File: src/hw/rtl/vtir_pkg.sv
// Shared types and constants for the 6522-style timer and interrupt register block.
package vtir_pkg;

  localparam int unsigned FUNC_W = 2;
  localparam int unsigned ADDR_W = 4;
  localparam int unsigned DATA_W = 8;
  localparam int unsigned CNT_W  = 16;
  localparam int unsigned IRQ_W  = 7;

  // Item kinds
  typedef enum logic [FUNC_W-1:0] {
    FUNC_READ  = 2'd0,
    FUNC_WRITE = 2'd1,
    FUNC_TICK  = 2'd2
  } func_t;

  // Standard 6522 register map
  typedef enum logic [ADDR_W-1:0] {
    REG_ORB    = 4'd0,
    REG_ORA    = 4'd1,
    REG_DDRB   = 4'd2,
    REG_DDRA   = 4'd3,
    REG_T1CL   = 4'd4,
    REG_T1CH   = 4'd5,
    REG_T1LL   = 4'd6,
    REG_T1LH   = 4'd7,
    REG_T2CL   = 4'd8,
    REG_T2CH   = 4'd9,
    REG_SR     = 4'd10,
    REG_ACR    = 4'd11,
    REG_PCR    = 4'd12,
    REG_IFR    = 4'd13,
    REG_IER    = 4'd14,
    REG_ORA_NH = 4'd15
  } reg_addr_t;

  // Interrupt flag bit positions
  localparam int unsigned FLAG_T1_BIT = 6;
  localparam int unsigned FLAG_T2_BIT = 5;
  // ACR free-run bit for timer 1
  localparam int unsigned ACR_FREE_RUN_BIT = 6;

  localparam logic [CNT_W-1:0] T1_RESET = 16'hFFFF;

  // One accepted item
  typedef struct packed {
    logic [FUNC_W-1:0] func;
    logic [ADDR_W-1:0] reg_offset;
    logic [DATA_W-1:0] write_data;
  } vtir_item_t;

  // Result of one item
  typedef struct packed {
    logic [DATA_W-1:0] read_data;
    logic              irq_request;
  } vtir_result_t;

  // Register file status for checking
  typedef struct packed {
    logic irq;
    logic t1_at_zero;
    logic t1_reload_pending;
  } vtir_status_t;

endpackage

File: src/hw/rtl/vtir_if.sv
// Valid/ready channel interfaces for command items and result items.
interface vtir_cmd_if;
  logic                         valid;
  logic                         ready;
  logic [vtir_pkg::FUNC_W-1:0]  func;
  logic [vtir_pkg::ADDR_W-1:0]  reg_offset;
  logic [vtir_pkg::DATA_W-1:0]  write_data;

  modport source (output valid, func, reg_offset, write_data, input ready);
  modport sink (input valid, func, reg_offset, write_data, output ready);
endinterface

interface vtir_rsp_if;
  logic                         valid;
  logic                         ready;
  logic [vtir_pkg::DATA_W-1:0]  read_data;
  logic                         irq_request;

  modport source (output valid, read_data, irq_request, input ready);
  modport sink (input valid, read_data, irq_request, output ready);
endinterface

File: src/hw/rtl/vtir_in_stage.sv
// Input register stage: captures one command item and holds it until the core takes it.
module vtir_in_stage (
  input  logic                 clk,
  input  logic                 rst,
  vtir_cmd_if.sink             cmd,
  input  logic                 advance,
  output logic                 stage_valid,
  output vtir_pkg::vtir_item_t item
);
  import vtir_pkg::*;

  // Slot frees up whenever the held item moves on
  assign cmd.ready = !stage_valid || advance;

  always_ff @(posedge clk) begin
    if (rst) begin
      stage_valid <= 1'b0;
    end else if (cmd.ready) begin
      stage_valid <= cmd.valid;
    end
  end

  // Payload needs no reset
  always_ff @(posedge clk) begin
    if (cmd.valid && cmd.ready) begin
      item.func       <= cmd.func;
      item.reg_offset <= cmd.reg_offset;
      item.write_data <= cmd.write_data;
    end
  end

endmodule

File: src/hw/rtl/vtir_regs.sv
// Register file, timers and interrupt logic; updates state once per executed item.
module vtir_regs (
  input  logic                   clk,
  input  logic                   rst,
  input  logic                   fire,
  input  vtir_pkg::vtir_item_t   item,
  output vtir_pkg::vtir_result_t result,
  output vtir_pkg::vtir_status_t status
);
  import vtir_pkg::*;

  logic [DATA_W-1:0] orb, ora, ddrb, ddra;
  logic [CNT_W-1:0]  t1c, t2c;
  logic [DATA_W-1:0] t1l_lo, t1l_hi, t2_latch_lo;
  logic [DATA_W-1:0] sr, acr, pcr;
  logic [IRQ_W-1:0]  ifr, ier;
  logic              t1_armed, t2_armed, t1_at_zero, t1_reload_pending;

  logic [DATA_W-1:0] orb_next, ora_next, ddrb_next, ddra_next;
  logic [CNT_W-1:0]  t1c_next, t2c_next;
  logic [DATA_W-1:0] t1l_lo_next, t1l_hi_next, t2_latch_lo_next;
  logic [DATA_W-1:0] sr_next, acr_next, pcr_next;
  logic [IRQ_W-1:0]  ifr_next, ier_next;
  logic              t1_armed_next, t2_armed_next, t1_at_zero_next, t1_reload_pending_next;

  logic [CNT_W-1:0]  t1_dec, t2_dec;
  logic [DATA_W-1:0] rd;
  logic              irq_now;

  assign t1_dec  = t1c - CNT_W'(1);
  assign t2_dec  = t2c - CNT_W'(1);
  assign irq_now = |(ifr & ier);

  // Next-state and read data for the item in the input register
  always_comb begin
    orb_next               = orb;
    ora_next               = ora;
    ddrb_next              = ddrb;
    ddra_next              = ddra;
    t1c_next               = t1c;
    t2c_next               = t2c;
    t1l_lo_next            = t1l_lo;
    t1l_hi_next            = t1l_hi;
    t2_latch_lo_next       = t2_latch_lo;
    sr_next                = sr;
    acr_next               = acr;
    pcr_next               = pcr;
    ifr_next               = ifr;
    ier_next               = ier;
    t1_armed_next          = t1_armed;
    t2_armed_next          = t2_armed;
    t1_at_zero_next        = t1_at_zero;
    t1_reload_pending_next = t1_reload_pending;
    rd                     = '0;

    unique case (func_t'(item.func))
      FUNC_READ: begin
        unique case (reg_addr_t'(item.reg_offset)) inside
          REG_ORB:             rd = orb;
          REG_ORA, REG_ORA_NH: rd = ora;
          REG_DDRB:            rd = ddrb;
          REG_DDRA:            rd = ddra;
          REG_T1CL: begin
            rd = t1c[DATA_W-1:0];
            ifr_next[FLAG_T1_BIT] = 1'b0;
          end
          REG_T1CH:            rd = t1c[CNT_W-1:DATA_W];
          REG_T1LL: begin
            rd = t1l_lo;
            ifr_next[FLAG_T1_BIT] = 1'b0;
          end
          REG_T1LH:            rd = t1l_hi;
          REG_T2CL: begin
            rd = t2c[DATA_W-1:0];
            ifr_next[FLAG_T2_BIT] = 1'b0;
          end
          REG_T2CH:            rd = t2c[CNT_W-1:DATA_W];
          REG_SR:              rd = sr;
          REG_ACR:             rd = acr;
          REG_PCR:             rd = pcr;
          REG_IFR: begin
            // value returned first, then all flags drop
            rd       = {irq_now, ifr};
            ifr_next = '0;
          end
          REG_IER:             rd = {1'b1, ier};
        endcase
      end

      FUNC_WRITE: begin
        unique case (reg_addr_t'(item.reg_offset)) inside
          REG_ORB:             orb_next = (orb & ~ddrb) | (item.write_data & ddrb);
          REG_ORA, REG_ORA_NH: ora_next = (ora & ~ddra) | (item.write_data & ddra);
          REG_DDRB:            ddrb_next = item.write_data;
          REG_DDRA:            ddra_next = item.write_data;
          REG_T1CL, REG_T1LL:  t1l_lo_next = item.write_data;
          REG_T1CH: begin
            t1c_next              = {item.write_data, t1l_lo};
            t1l_hi_next           = item.write_data;
            ifr_next[FLAG_T1_BIT] = 1'b0;
            t1_armed_next         = 1'b1;
          end
          REG_T1LH: begin
            t1l_hi_next           = item.write_data;
            ifr_next[FLAG_T1_BIT] = 1'b0;
          end
          REG_T2CL:            t2_latch_lo_next = item.write_data;
          REG_T2CH: begin
            t2c_next              = {item.write_data, t2_latch_lo};
            ifr_next[FLAG_T2_BIT] = 1'b0;
            t2_armed_next         = 1'b1;
          end
          REG_SR:              sr_next = item.write_data;
          REG_ACR:             acr_next = item.write_data;
          REG_PCR:             pcr_next = item.write_data;
          REG_IFR:             ifr_next = ifr & ~item.write_data[IRQ_W-1:0];
          REG_IER: begin
            // bit 7 selects set or clear of the given enables
            if (item.write_data[DATA_W-1]) begin
              ier_next = ier | item.write_data[IRQ_W-1:0];
            end else begin
              ier_next = ier & ~item.write_data[IRQ_W-1:0];
            end
          end
        endcase
      end

      FUNC_TICK: begin
        // Timer 1: zero, then one tick later schedule reload, reload on the next
        t1c_next = t1_dec;
        if (t1_dec == '0) begin
          t1_at_zero_next = 1'b1;
          if (t1_armed) begin
            ifr_next[FLAG_T1_BIT] = 1'b1;
            if (!acr[ACR_FREE_RUN_BIT]) begin
              t1_armed_next = 1'b0;
            end
          end
        end else if (t1_at_zero) begin
          t1_at_zero_next        = 1'b0;
          t1_reload_pending_next = 1'b1;
        end else if (t1_reload_pending) begin
          t1_reload_pending_next = 1'b0;
          t1c_next               = {t1l_hi, t1l_lo};
        end
        // Timer 2: one-shot
        t2c_next = t2_dec;
        if ((t2_dec == '0) && t2_armed) begin
          t2_armed_next         = 1'b0;
          ifr_next[FLAG_T2_BIT] = 1'b1;
        end
      end

      default: begin
        rd = '0;
      end
    endcase
  end

  assign result.read_data   = rd;
  assign result.irq_request = |(ifr_next & ier_next);

  assign status.irq               = irq_now;
  assign status.t1_at_zero        = t1_at_zero;
  assign status.t1_reload_pending = t1_reload_pending;

  // State registers
  always_ff @(posedge clk) begin
    if (rst) begin
      orb               <= '0;
      ora               <= '0;
      ddrb              <= '0;
      ddra              <= '0;
      t1c               <= T1_RESET;
      t2c               <= '0;
      t1l_lo            <= '0;
      t1l_hi            <= '0;
      t2_latch_lo       <= '0;
      sr                <= '0;
      acr               <= '0;
      pcr               <= '0;
      ifr               <= '0;
      ier               <= '0;
      t1_armed          <= 1'b0;
      t2_armed          <= 1'b0;
      t1_at_zero        <= 1'b0;
      t1_reload_pending <= 1'b0;
    end else if (fire) begin
      orb               <= orb_next;
      ora               <= ora_next;
      ddrb              <= ddrb_next;
      ddra              <= ddra_next;
      t1c               <= t1c_next;
      t2c               <= t2c_next;
      t1l_lo            <= t1l_lo_next;
      t1l_hi            <= t1l_hi_next;
      t2_latch_lo       <= t2_latch_lo_next;
      sr                <= sr_next;
      acr               <= acr_next;
      pcr               <= pcr_next;
      ifr               <= ifr_next;
      ier               <= ier_next;
      t1_armed          <= t1_armed_next;
      t2_armed          <= t2_armed_next;
      t1_at_zero        <= t1_at_zero_next;
      t1_reload_pending <= t1_reload_pending_next;
    end
  end

endmodule

File: src/hw/rtl/via_timer_interrupt_registers.sv
// Top level: input register, register/timer core and result register with checks.
// Each command item (bus read, bus write or one timer tick) runs through an input
// register and a single pass of register/timer logic into a result register, so the
// block takes one item every clock cycle while rsp drains results, and it returns
// each result from the result register. The only thing that slows it is the result
// register: while a result waits on rsp, one further item is held in the input
// register, and the block stops taking items after that. irq_request on each result
// is the interrupt line as it stands after that item. There is no start-up sequence;
// items are taken right after reset.
module via_timer_interrupt_registers (
  input logic        clk,
  input logic        rst,
  vtir_cmd_if.sink   cmd,
  vtir_rsp_if.source rsp
);
  import vtir_pkg::*;

  logic         stage_valid;
  logic         fire;
  vtir_item_t   item;
  vtir_result_t result;
  vtir_status_t status;

  // Execute when an item is held and the result slot is free or being drained
  assign fire = stage_valid && (!rsp.valid || rsp.ready);

  vtir_in_stage u_in_stage (
    .clk         (clk),
    .rst         (rst),
    .cmd         (cmd),
    .advance     (fire),
    .stage_valid (stage_valid),
    .item        (item)
  );

  vtir_regs u_regs (
    .clk    (clk),
    .rst    (rst),
    .fire   (fire),
    .item   (item),
    .result (result),
    .status (status)
  );

  // Result register
  always_ff @(posedge clk) begin
    if (rst) begin
      rsp.valid <= 1'b0;
    end else if (fire) begin
      rsp.valid <= 1'b1;
    end else if (rsp.ready) begin
      rsp.valid <= 1'b0;
    end
  end

  always_ff @(posedge clk) begin
    if (fire) begin
      rsp.read_data   <= result.read_data;
      rsp.irq_request <= result.irq_request;
    end
  end

  // The interrupt line in the latest result tracks the live flag/enable state
  a_irq_matches_state: assert property (@(posedge clk) disable iff (rst)
    $past(fire) |-> (rsp.irq_request == status.irq))
    else $error("irq_request does not match flag and enable state");

  // Timer 1 reload is only scheduled out of the at-zero phase
  a_t1_reload_after_zero: assert property (@(posedge clk) disable iff (rst)
    $rose(status.t1_reload_pending) |-> $past(status.t1_at_zero))
    else $error("timer 1 reload scheduled without a preceding zero");

  // Enable register always reads with bit 7 set
  a_ier_read_bit7: assert property (@(posedge clk) disable iff (rst)
    $past(fire && (item.func == FUNC_READ) && (item.reg_offset == REG_IER))
    |-> rsp.read_data[DATA_W-1])
    else $error("IER read without bit 7 set");

  // Writes and ticks return zero read data
  a_nonread_zero: assert property (@(posedge clk) disable iff (rst)
    $past(fire && (item.func != FUNC_READ)) |-> (rsp.read_data == '0))
    else $error("non-read item returned nonzero read data");

endmodule

File: src/flat_wrapper.sv
// flat-port wrapper written by rule: the top's interface ports become plain ports
module via_timer_interrupt_registers_flat import vtir_pkg::*;
  (clk, rst, cmd_valid, cmd_func, cmd_reg_offset, cmd_write_data, cmd_ready, rsp_valid, rsp_read_data, rsp_irq_request, rsp_ready);
  vtir_cmd_if cmd_i ();
  vtir_rsp_if rsp_i ();
  input logic clk;
  input logic rst;
  input wire logic [$bits(cmd_i.valid)-1:0] cmd_valid;
  input wire logic [$bits(cmd_i.func)-1:0] cmd_func;
  input wire logic [$bits(cmd_i.reg_offset)-1:0] cmd_reg_offset;
  input wire logic [$bits(cmd_i.write_data)-1:0] cmd_write_data;
  output wire logic [$bits(cmd_i.ready)-1:0] cmd_ready;
  output wire logic [$bits(rsp_i.valid)-1:0] rsp_valid;
  output wire logic [$bits(rsp_i.read_data)-1:0] rsp_read_data;
  output wire logic [$bits(rsp_i.irq_request)-1:0] rsp_irq_request;
  input wire logic [$bits(rsp_i.ready)-1:0] rsp_ready;
  assign cmd_i.valid = cmd_valid;
  assign cmd_i.func = cmd_func;
  assign cmd_i.reg_offset = cmd_reg_offset;
  assign cmd_i.write_data = cmd_write_data;
  assign cmd_ready = cmd_i.ready;
  assign rsp_valid = rsp_i.valid;
  assign rsp_read_data = rsp_i.read_data;
  assign rsp_irq_request = rsp_i.irq_request;
  assign rsp_i.ready = rsp_ready;
  via_timer_interrupt_registers u_core (.clk(clk), .rst(rst), .cmd(cmd_i), .rsp(rsp_i));
endmodule
File: config.mk
export PLATFORM = sky130hd
export DESIGN_NAME = via_timer_interrupt_registers_flat
export DESIGN_NICKNAME = d
export VERILOG_FILES = /design/src/hw/rtl/vtir_pkg.sv /design/src/hw/rtl/vtir_if.sv /design/src/hw/rtl/vtir_in_stage.sv /design/src/hw/rtl/vtir_regs.sv /design/src/hw/rtl/via_timer_interrupt_registers.sv /design/src/flat_wrapper.sv
export SDC_FILE = /design/constraint.sdc
export NUM_CORES = 1
export LEC_CHECK = 0
export BUFFER_PORTS_ARGS = -buffer_cell sky130_fd_sc_hd__buf_2
export CORE_UTILIZATION = 40
export CTS_CLUSTER_SIZE = 14
export DETAILED_ROUTE_END_ITERATION = 16
export GPL_ROUTABILITY_DRIVEN = 1
export GPL_TIMING_DRIVEN = 0
export SYNTH_ARGS = -nofsm -noshare
export SYNTH_HDL_FRONTEND = slang
export SYNTH_HIERARCHICAL = 1
export SYNTH_SLANG_ARGS = --single-unit
File: constraint.sdc
create_clock -name clk -period 3.55 [get_ports clk]
set_input_delay 0.5325 -clock clk [delete_from_list [all_inputs] [get_ports clk]]
set_output_delay 0.5325 -clock clk [all_outputs]
set_load 0.02 [all_outputs]
==> flow_metrics.py <==
metrics = {
    "status": {
        "status": "completed",
    },
    "power_and_ir_drop": {
        "intPower_mw": 3.05,
        "p_leak_nw": 3.42,
        "p_comb_frac": 0.113,
        "p_clk_frac": 0.441,
        "vdd_ir_drop_max_uv": 305,
        "powerDensity_nw_per_um2": 433,
        "switchingPower_mw": 1.13,
        "p_sw_frac": 0.270,
        "seq_power_share": 0.446,
    },
    "critical_path": {
        "r2r_setup_slack_ns": 0.43,
        "start_kind": "flip-flop",
        "cp.arrival_ns": 3.31,
        "crit_required_ns": 3.75,
        "r2r-end": "u_core/rsp.irq_request",
        "cp-end-kind": "flip-flop",
        "reg2reg_depth": 8,
        "critical_path_class": "flip-flop to flip-flop",
        "regToRegStartpoint": "u_core/u_regs/t2c[0]",
        "setup.worst_path.start": "u_core/u_regs/t2c[0]",
        "cp_max_fo": 7,
    },
    "timing": {
        "period_minus_slack_ns": 3.12,
        "drv_slew": 0,
        "rsz0062_at_grt": "no",
        "relSlewSlack": 0.345,
        "fmax_ghz": 0.321,
        "hold_violations": 0,
        "period_share": 0.878,
        "final-setup-viol-count": 0,
        "setup-tns-final_ns": 0,
        "finClkSkew_ns": 0.0120,
        "worstMarginPinSlew_ns": 0.977,
    },
    "grt": {
        "grt_pass1_vias": 7608,
        "use_met3": 0.0629,
        "use_met1": 0.423,
        "grt_usage": 0.302,
        "antenna_found_initial": 0,
        "grt_pass1_wl_mm": 48.3,
        "grt-ovfl-total": 0,
        "grt_start_max_net_pins": 17,
        "busiest_layer": "met2",
        "grt_use_met2": 0.446,
    },
    "clocking": {
        "ctsResizeCount": 0,
        "path_clk_slew_ns": 0.07,
        "cts_tree": "built",
        "clkSinkCount": 155,
        "h-tree-depth": 4,
        "clockBufferDepth": 2,
        "clk_latency_ns": 0.43,
        "clockRootBuffer": "clkbuf_16",
        "postCtsSetupRepairBufs": 0,
        "cts_buffers": 17,
        "cts_hold_buf": 0,
    },
    "floorplan": {
        "ioPinCount": 29,
        "rows": 53,
        "core_area_sq_um": 21000,
        "die-area_sq_um": 22000,
        "start_util": 0.408,
        "die_w_um": 148,
        "die_h_um": 148,
    },
    "finish": {
        "area_growth_pct": 12.6,
        "mostFrequentLayoutCells": "149 x nor2_1, 132 x dfxtp_1, 96 x nand2_1",
        "antenna_cells": 0,
        "final_nets": 1092,
        "finalInstanceArea_sq_um": 9650,
        "layout-drive-gt1-share": 0.101,
        "final_common_cell": "nor2_1",
    },
    "routing": {
        "drc_errors": 0,
        "num_vias": 8340,
        "drtPass1Iterations": 5,
        "drtIter0Drc": 1052,
        "antenna_left": 0,
        "post_drt_wl_per_cell_um": 24.3,
        "wl_mm": 32.8,
        "vias_per_cell": 6.16,
    },
    "synthesis": {
        "yosysWarnings": 6,
        "synth_cells": 1019,
        "synth_area_sq_um": 8570,
        "synth.avg_cell_area_sq_um": 8.41,
        "synthesis.nets": 1045,
    },
    "placed_design": {
        "hpwl_mm": 24.2,
        "gp_congestion": 0.988,
        "io_buffers": 28,
        "placed_area_sq_um": 9060,
    },
    "worst_hold_path": {
        "hp-start": "cmd_reg_offset[1]",
        "whs_endpoint": "u_core/u_in_stage/item[9]",
        "whs_path_depth": 1,
        "min_path_type": "input port to flip-flop",
    },
    "flow_run": {
        "cap_viol_max_count": 0,
    },
}
[worst max path at each step]
stage,end,depth (start not counted)
floorplan,u_core/u_regs/t2_latch_lo[0],9
global placement,u_core/u_regs/t2_latch_lo[2],10
detailed placement,u_core/u_regs/t2_latch_lo[4],10
CTS,u_core/rsp.irq_request,8
global route,u_core/rsp.irq_request,8
finish,u_core/rsp.irq_request,8
[metrics by stage]
step	utilization	total power, mW	std cells	setup WS [ns]	hold slack [ns]
after floorplan	-	2.18	1019	1.11	0.434
after global placement	0.431	2.35	1322	0.284	0.447
after detailed placement	0.431	2.35	1322	0.242	0.450
after CTS	0.459	4.18	1354	0.480	0.264
after global routing	0.459	4.31	1354	0.369	0.261
final	0.459	4.18	1354	0.433	0.278
[critical path, stage by stage, from the launching register on]
cell,delay (ns)
dfxtp_1,0.38
inv_1,0.18
ha_1,0.27
or3b_2,0.51
nor2_1,0.33
xnor2_1,0.17
o2111ai_1,0.20
or4_1,0.49
o211ai_1,0.35
[layer usage]
metal  share of wire  wire, um
met4           0.045      1460
met5               0         0
met1            0.44     14400
met3           0.096      3170
met2            0.42     13900
[power by group through the flow]
stage	logic, mW	clock network (mW)	registers, mW
final	0.471	1.84	1.86
after global routing	0.496	1.95	1.86
after CTS	0.456	1.87	1.86
after detailed placement	0.453	0	1.90
after global placement	0.455	0	1.90
after floorplan	0.286	0	1.89
[layout make-up]
cell class / count / area (sq um)
clock inverter: 9 / 113
sequential: 155 / 3330
tap: 275 / 344
timing repair buffer: 28 / 140
buffer: 82 / 348
multi-input combinational: 757 / 4800
fill: 2064 / 11400
inverter: 25 / 93.8
clock buffer: 23 / 479
(Power assumes the default switching activity.)
